[config.mk]
export PLATFORM = sky130hd
export DESIGN_NAME = tlb_lookup_lru_replace_top
export DESIGN_NICKNAME = d
export VERILOG_FILES = /design/src/hdl/tlbl_pkg.sv /design/src/hdl/tlb_lookup_lru_replace_top.sv /design/src/hdl/tlbl_ctrl.sv /design/src/hdl/tlbl_datapath.sv
export SDC_FILE = /design/constraint.sdc
export NUM_CORES = 1
export LEC_CHECK = 0
export BUFFER_PORTS_ARGS = -buffer_cell sky130_fd_sc_hd__buf_2
export CAP_MARGIN = 20
export CORE_MARGIN = 5
export CORE_UTILIZATION = 45
export DETAILED_ROUTE_END_ITERATION = 8
export PLACE_DENSITY_LB_ADDON = 0.05
export SLEW_MARGIN = 20
export SYNTH_ARGS = -nofsm -noshare
export SYNTH_HDL_FRONTEND = slang
export SYNTH_SLANG_ARGS = --single-unit
[constraint.sdc]
create_clock -name i_clk -period 4.47 [get_ports i_clk]
set_input_delay 0.447 -clock i_clk [delete_from_list [all_inputs] [get_ports i_clk]]
set_output_delay 0.447 -clock i_clk [all_outputs]
set_load 0.005 [all_outputs]
[src/hdl/tlbl_pkg.sv]
// ----------------------------------------------------------------------------
// tlbl_pkg - shared types and constants for the LRU translation buffer
// Field widths, the request operation codes, controller states and the
// command bundle that passes from the controller to the datapath.
// ----------------------------------------------------------------------------
package tlbl_pkg;

    // Field widths fixed by the request and result formats
    localparam int KEY_W   = 19;
    localparam int FRAME_W = 10;

    // Default number of buffer entries
    localparam int ENTRIES_DEF = 4;

    // Request operation codes
    typedef enum logic {
        OP_LOOKUP = 1'b0,
        OP_FILL   = 1'b1
    } t_op;

    // Controller states, one-hot
    typedef enum logic [1:0] {
        ST_IDLE = 2'b01,
        ST_HOLD = 2'b10
    } t_state;

    // Controller to datapath commands
    typedef struct packed {
        logic exec;    // apply the current request and load the result
    } t_dp_cmd;

endpackage

[src/hdl/tlb_lookup_lru_replace_top.sv]
// ----------------------------------------------------------------------------
// tlb_lookup_lru_replace_top - fully associative translation buffer, LRU fill
// Request channel: i_valid/o_ready with operation, page key and fill frame.
// Result channel: o_valid/i_ready with hit flag and frame.
//
// A lookup compares the key against all valid entries in parallel; on a hit
// the entry becomes most recently used and its frame is returned. A fill
// overwrites the least recently used entry and makes it most recent; its
// result is always a miss with frame zero.
// The result is registered and is valid in the cycle after the request is accepted.
// Throughput: one request per cycle while the receiver takes each result;
// the result register frees up in the same cycle it drains.
// Reset clears all valid bits and sets entry i to rank i; no request is
// pending after reset. When the receiver stalls the result holds in its
// register and o_ready stays low until the result is taken.
// ----------------------------------------------------------------------------
module tlb_lookup_lru_replace_top #(
    parameter int ENTRIES = tlbl_pkg::ENTRIES_DEF
) (
    input  logic                         i_clk,
    input  logic                         i_rst_n,
    input  logic                         i_valid,
    output logic                         o_ready,
    input  logic                         i_operation,
    input  logic [tlbl_pkg::KEY_W-1:0]   i_page_key,
    input  logic [tlbl_pkg::FRAME_W-1:0] i_fill_frame,
    output logic                         o_valid,
    input  logic                         i_ready,
    output logic                         o_hit,
    output logic [tlbl_pkg::FRAME_W-1:0] o_frame
);
    import tlbl_pkg::*;

    t_dp_cmd cmd;

    // Handshake controller
    tlbl_ctrl u_ctrl (
        .i_clk   (i_clk),
        .i_rst_n (i_rst_n),
        .i_valid (i_valid),
        .o_ready (o_ready),
        .o_valid (o_valid),
        .i_ready (i_ready),
        .o_cmd   (cmd)
    );

    // Entry store and LRU datapath
    tlbl_datapath #(
        .ENTRIES (ENTRIES)
    ) u_dp (
        .i_clk        (i_clk),
        .i_rst_n      (i_rst_n),
        .i_cmd        (cmd),
        .i_operation  (i_operation),
        .i_page_key   (i_page_key),
        .i_fill_frame (i_fill_frame),
        .o_hit        (o_hit),
        .o_frame      (o_frame)
    );

endmodule

[src/hdl/tlbl_ctrl.sv]
// ----------------------------------------------------------------------------
// tlbl_ctrl - request and result handshake controller
// Accepts a request whenever the result register is free or being drained,
// and tells the datapath when to apply it.
// ----------------------------------------------------------------------------
module tlbl_ctrl (
    input  logic              i_clk,
    input  logic              i_rst_n,
    input  logic              i_valid,
    output logic              o_ready,
    output logic              o_valid,
    input  logic              i_ready,
    output tlbl_pkg::t_dp_cmd o_cmd
);
    import tlbl_pkg::*;

    t_state r_state;
    t_state n_state;
    logic   accept;

    // Take a request when no result waits or the waiting one leaves now
    assign o_ready    = (r_state == ST_IDLE) || ((r_state == ST_HOLD) && i_ready);
    assign accept     = i_valid && o_ready;
    assign o_valid    = (r_state == ST_HOLD);
    assign o_cmd.exec = accept;

    // Next state
    always_comb begin
        n_state = r_state;
        case (r_state)
            ST_IDLE: begin
                if (accept) begin
                    n_state = ST_HOLD;
                end
            end
            ST_HOLD: begin
                if (i_ready && !accept) begin
                    n_state = ST_IDLE;
                end
            end
            default: begin
                n_state = ST_IDLE;
            end
        endcase
    end

    // State register
    always_ff @(posedge i_clk) begin
        if (!i_rst_n) begin
            r_state <= ST_IDLE;
        end else begin
            r_state <= n_state;
        end
    end

endmodule

[src/hdl/tlbl_datapath.sv]
// ----------------------------------------------------------------------------
// tlbl_datapath - entry store, parallel compare and LRU rank update
// Holds the entries, matches the key against all of them at once, updates
// ranks on a hit or a fill and registers the result.
// ----------------------------------------------------------------------------
module tlbl_datapath #(
    parameter int ENTRIES = tlbl_pkg::ENTRIES_DEF
) (
    input  logic                         i_clk,
    input  logic                         i_rst_n,
    input  tlbl_pkg::t_dp_cmd            i_cmd,
    input  logic                         i_operation,
    input  logic [tlbl_pkg::KEY_W-1:0]   i_page_key,
    input  logic [tlbl_pkg::FRAME_W-1:0] i_fill_frame,
    output logic                         o_hit,
    output logic [tlbl_pkg::FRAME_W-1:0] o_frame
);
    import tlbl_pkg::*;

    localparam int IDX_W = (ENTRIES > 1) ? $clog2(ENTRIES) : 1;
    localparam logic [IDX_W-1:0] TOP_RANK = IDX_W'(ENTRIES - 1);

    logic                 r_valid [ENTRIES];
    logic [KEY_W-1:0]     r_key   [ENTRIES];
    logic [FRAME_W-1:0]   r_frame [ENTRIES];
    logic [IDX_W-1:0]     r_rank  [ENTRIES];
    logic                 r_hit;
    logic [FRAME_W-1:0]   r_res_frame;

    logic [ENTRIES-1:0]   match;
    logic                 any_hit;
    logic [IDX_W-1:0]     hit_idx;
    logic [IDX_W-1:0]     old_idx;
    logic [IDX_W-1:0]     hit_rank;
    logic                 is_fill;
    logic                 do_hit;

    // Compare the key with every valid entry
    always_comb begin
        for (int i = 0; i < ENTRIES; i++) begin
            match[i] = r_valid[i] && (r_key[i] == i_page_key);
        end
    end

    assign any_hit = |match;

    // Pick the lowest matching index and the entry holding rank zero
    always_comb begin
        hit_idx = '0;
        old_idx = '0;
        for (int i = ENTRIES - 1; i >= 0; i--) begin
            if (match[i]) begin
                hit_idx = IDX_W'(i);
            end
            if (r_rank[i] == '0) begin
                old_idx = IDX_W'(i);
            end
        end
    end

    assign hit_rank = r_rank[hit_idx];
    assign is_fill  = (i_operation == OP_FILL);
    assign do_hit   = !is_fill && any_hit;

    // Update entries and ranks
    always_ff @(posedge i_clk) begin
        if (!i_rst_n) begin
            for (int i = 0; i < ENTRIES; i++) begin
                r_valid[i] <= 1'b0;
                r_rank[i]  <= IDX_W'(i);
            end
        end else if (i_cmd.exec) begin
            for (int i = 0; i < ENTRIES; i++) begin
                if (is_fill) begin
                    if (IDX_W'(i) == old_idx) begin
                        r_valid[i] <= 1'b1;
                        r_rank[i]  <= TOP_RANK;
                    end else if (r_rank[i] != '0) begin
                        r_rank[i] <= r_rank[i] - 1'b1;
                    end
                end else if (do_hit) begin
                    if (IDX_W'(i) == hit_idx) begin
                        r_rank[i] <= TOP_RANK;
                    end else if (r_rank[i] > hit_rank) begin
                        r_rank[i] <= r_rank[i] - 1'b1;
                    end
                end
            end
        end
    end

    // Write key and frame of the replaced entry
    always_ff @(posedge i_clk) begin
        if (i_cmd.exec && is_fill) begin
            r_key[old_idx]   <= i_page_key;
            r_frame[old_idx] <= i_fill_frame;
        end
    end

    // Load the result register
    always_ff @(posedge i_clk) begin
        if (i_cmd.exec) begin
            r_hit       <= do_hit;
            r_res_frame <= do_hit ? r_frame[hit_idx] : '0;
        end
    end

    assign o_hit   = r_hit;
    assign o_frame = r_res_frame;

endmodule

==> flow_metrics.tcl <==
set metrics [dict create \
    outcome "complete, no violations" \
    grt_pass1_wl_mm 21.6 \
    clock.fmax_ghz 0.244 \
    seqPwrFrac 0.496 \
    coreArea_um2 13800 \
    synth_warnings 0 \
    die_w_um 128 \
    dp.final_hpwl_mm 9.68 \
    globalplace.congestion 0.842 \
    grt_antenna_before_repair 0 \
    dp_slack_ns 0.125 \
    crit_path_start_kind "flop" \
    cp_num_buf_inv 0 \
    cts_setup_buffers 0 \
    critPathKind "flop to flop" \
    post_cts_resize_count 0 \
    grt_start_max_net_pins 31 \
    initial_utilization 0.454 \
    critPathCaptureType "flop" \
    cts_made_buffers 17 \
    fin_area_um2 7330 \
    drv_cap 0 \
    rsz0062_at_grt "false" \
    period_share 0.915 \
    syn_avg_cell_area_um2 14.3 \
    postCtsHoldBufs 0 \
    slew_headroom 0.250 \
    setup_tns_ns 0 \
    drc 0 \
    diodes 0 \
    cellLeakagePower_nw 2.54 \
    whs_path_depth 1 \
    crit_top_cell "a21boi_0" \
    grt_pass1_vias 3927 \
    crit_chain "xor2_1, nor4_1, nand3_1, or3_1, nand2_1, nor2_1, a222oi_1, a21boi_0, ha_1, or2_2, maj3_1, o32ai_1, a21boi_0" \
    synth_common_cells "edfxtp_1 (136), xnor2_1 (39), xor2_1 (36), nor2_1 (25), nand2_1 (21)" \
    crit_family "simple AND/OR/NAND/NOR gates" \
    yosys_register_bits 141 \
    wirelength_mm 13.9 \
    slowest_stage "or3_1" \
    peakVddDrop_uv 271 \
    track_usage 0.179 \
    skew_ns 0.0109 \
    vias 3877 \
    combPwrFrac 0.058 \
    whs_ns 0.241 \
    area_growth_pct 17.1 \
    die_area_um2 16400 \
    fin_crit_ns 4.09 \
    swShare 0.215 \
    fin_ws_ns 0.379 \
    synthTopCellsByArea "edfxtp_1 (65%), xnor2_1 (5.5%), xor2_1 (5.0%), a222oi_1 (1.8%), dfxtp_1 (1.6%)" \
    htree_levels 4 \
    synth.distinct_cells 57 \
    p_int_mw 2.35 \
    clockBufferDepth 2 \
    rows 43 \
    power_density_nw_per_um2 409 \
    hold_viol_final 0 \
    drive_gt1_frac 0.198 \
    clkTransAtPathRegs_ns 0.06 \
    critical_path_depth 13 \
    required_ns 4.63 \
    die_y_um 128 \
    synth-edff-count 136 \
    setup_viol 0 \
    tightest_slew_ns 1.12 \
    synth.cell_area_um2 6260 \
    cp_max_fo 4 \
    wl_per_cell_um 19.9 \
    cts_sinks 141 \
    antenna_left 0 \
    cts_tree "yes" \
    synth_cells 439 \
    avgViaCountPerCell 5.54 \
    hp-class "primary input to flop" \
    drv_slew 0 \
    p_switching_mw 0.646 \
    grt-ovfl-total 0 \
    synth-async-reset-ratio 0 \
    dpl-instance-area_um2 6770 \
    critPathMaxStageDelay_ns 0.47 \
    synthFlopType "edfxtp_1" \
    yosysMostFrequentCell "edfxtp_1" \
    first_pass_iters 5 \
    arrival_ns 4.25 \
    drt_iter0_markers 333 \
    r2r_cells 13 \
    cts_root_buf "clkbuf_16" \
    insertion_delay_ns 0.42 \
    synth.net_count 481 \
    synth-seq-area-share 0.669 \
    io_buffer_count 46 \
    nets 550 \
    synth_top_cell_by_area "edfxtp_1" \
    synth_top_area_frac 0.653 \
    pwr-share-clk 0.446 \
    design.portCount 47 \
]
[stage by stage]
stage          std cells  utilization  total power, mW
3_3_place_gp         669        0.492             1.69
3_5_place_dp         669        0.492             1.69
4_1_cts              700        0.532             3.02
5_1_grt              700        0.532             3.11
6_report             700        0.532             3.00
2_1_floorplan        439            -             1.61
[registers in the layout, summed over array words and instances, names as in the netlist]
name	cells
u_dp.r_key	76
u_dp.r_frame	40
u_dp.o_frame	10
u_dp.r_rank	8
u_dp.r_valid	4
u_ctrl.r_state	2
u_dp.o_hit	1
[logic make-up (layout without fill, tap and decap cells)]
kind of cell | count (synthesis) | after routing | synth area share
flip-flops | 141 | 141 | 0.669
AND/OR/NAND/NOR | 126 | 126 | 0.113
XOR/XNOR | 76 | 76 | 0.108
AO/OA/AOI/OAI | 64 | 64 | 0.0784
buffers and inverters | 22 | 103 | 0.0134
adder cells (fa/ha/maj) | 10 | 10 | 0.0192
[placed cells by master (no fill, tap or decap), drive strengths merged, types with 6 or more instances in the layout]
cell    netlist  final
o21ai        10     10
edfxtp      136    136
nand2        21     21
a21oi        15     15
nand3         7      7
xor2         36     36
nand4        15     15
nor4         15     15
inv          15     17
buf           1     57
or2           6      6
nor3          6      6
a222oi       11     11
ha            8      8
xnor2        40     40
clkbuf        6     19
nor2         26     26
[final cells by class]
class	instances	area [um^2]
Sequential cell	141	4180
Fill cell	1218	6440
Clock buffer	19	433
Timing Repair Buffer	57	313
Tap cell	180	225
Multi-Input combinational cell	276	2000
Inverter	15	56.3
Clock inverter	12	121
[layer usage]
metal | global-route usage | vias up | wire length [um]
met5 | 0 | - | 0
met3 | 0.0488 | 21 | 737
li1 | - | 1837 | -
met4 | 0.0624 | 0 | 265
met1 | 0.252 | 1921 | 6620
met2 | 0.268 | 98 | 6280
[final timing paths]
kind                           start                  to  slack (ns)
hold / removal       i_fill_frame[1]  u_dp.r_frame[1][1]        0.24
hold reg to reg   u_dp.r_valid[0][0]  u_dp.r_valid[0][0]        0.52
setup / recovery   u_dp.r_key[1][10]   u_dp.r_rank[0][1]        0.38
setup reg to reg   u_dp.r_key[1][10]   u_dp.r_rank[0][1]        0.38
[power by group through the flow]
| stage | Sequential, mW | Combinational [mW] | Clock [mW] |
|---|---|---|---|
| 3_5_place_dp | 1.52 | 0.175 | 0 |
| 6_report | 1.49 | 0.174 | 1.34 |
| 5_1_grt | 1.49 | 0.194 | 1.42 |
| 3_3_place_gp | 1.52 | 0.172 | 0 |
| 2_1_floorplan | 1.52 | 0.0903 | 0 |
| 4_1_cts | 1.49 | 0.176 | 1.36 |
No activity file was read; power rests on OpenSTA's default activity.
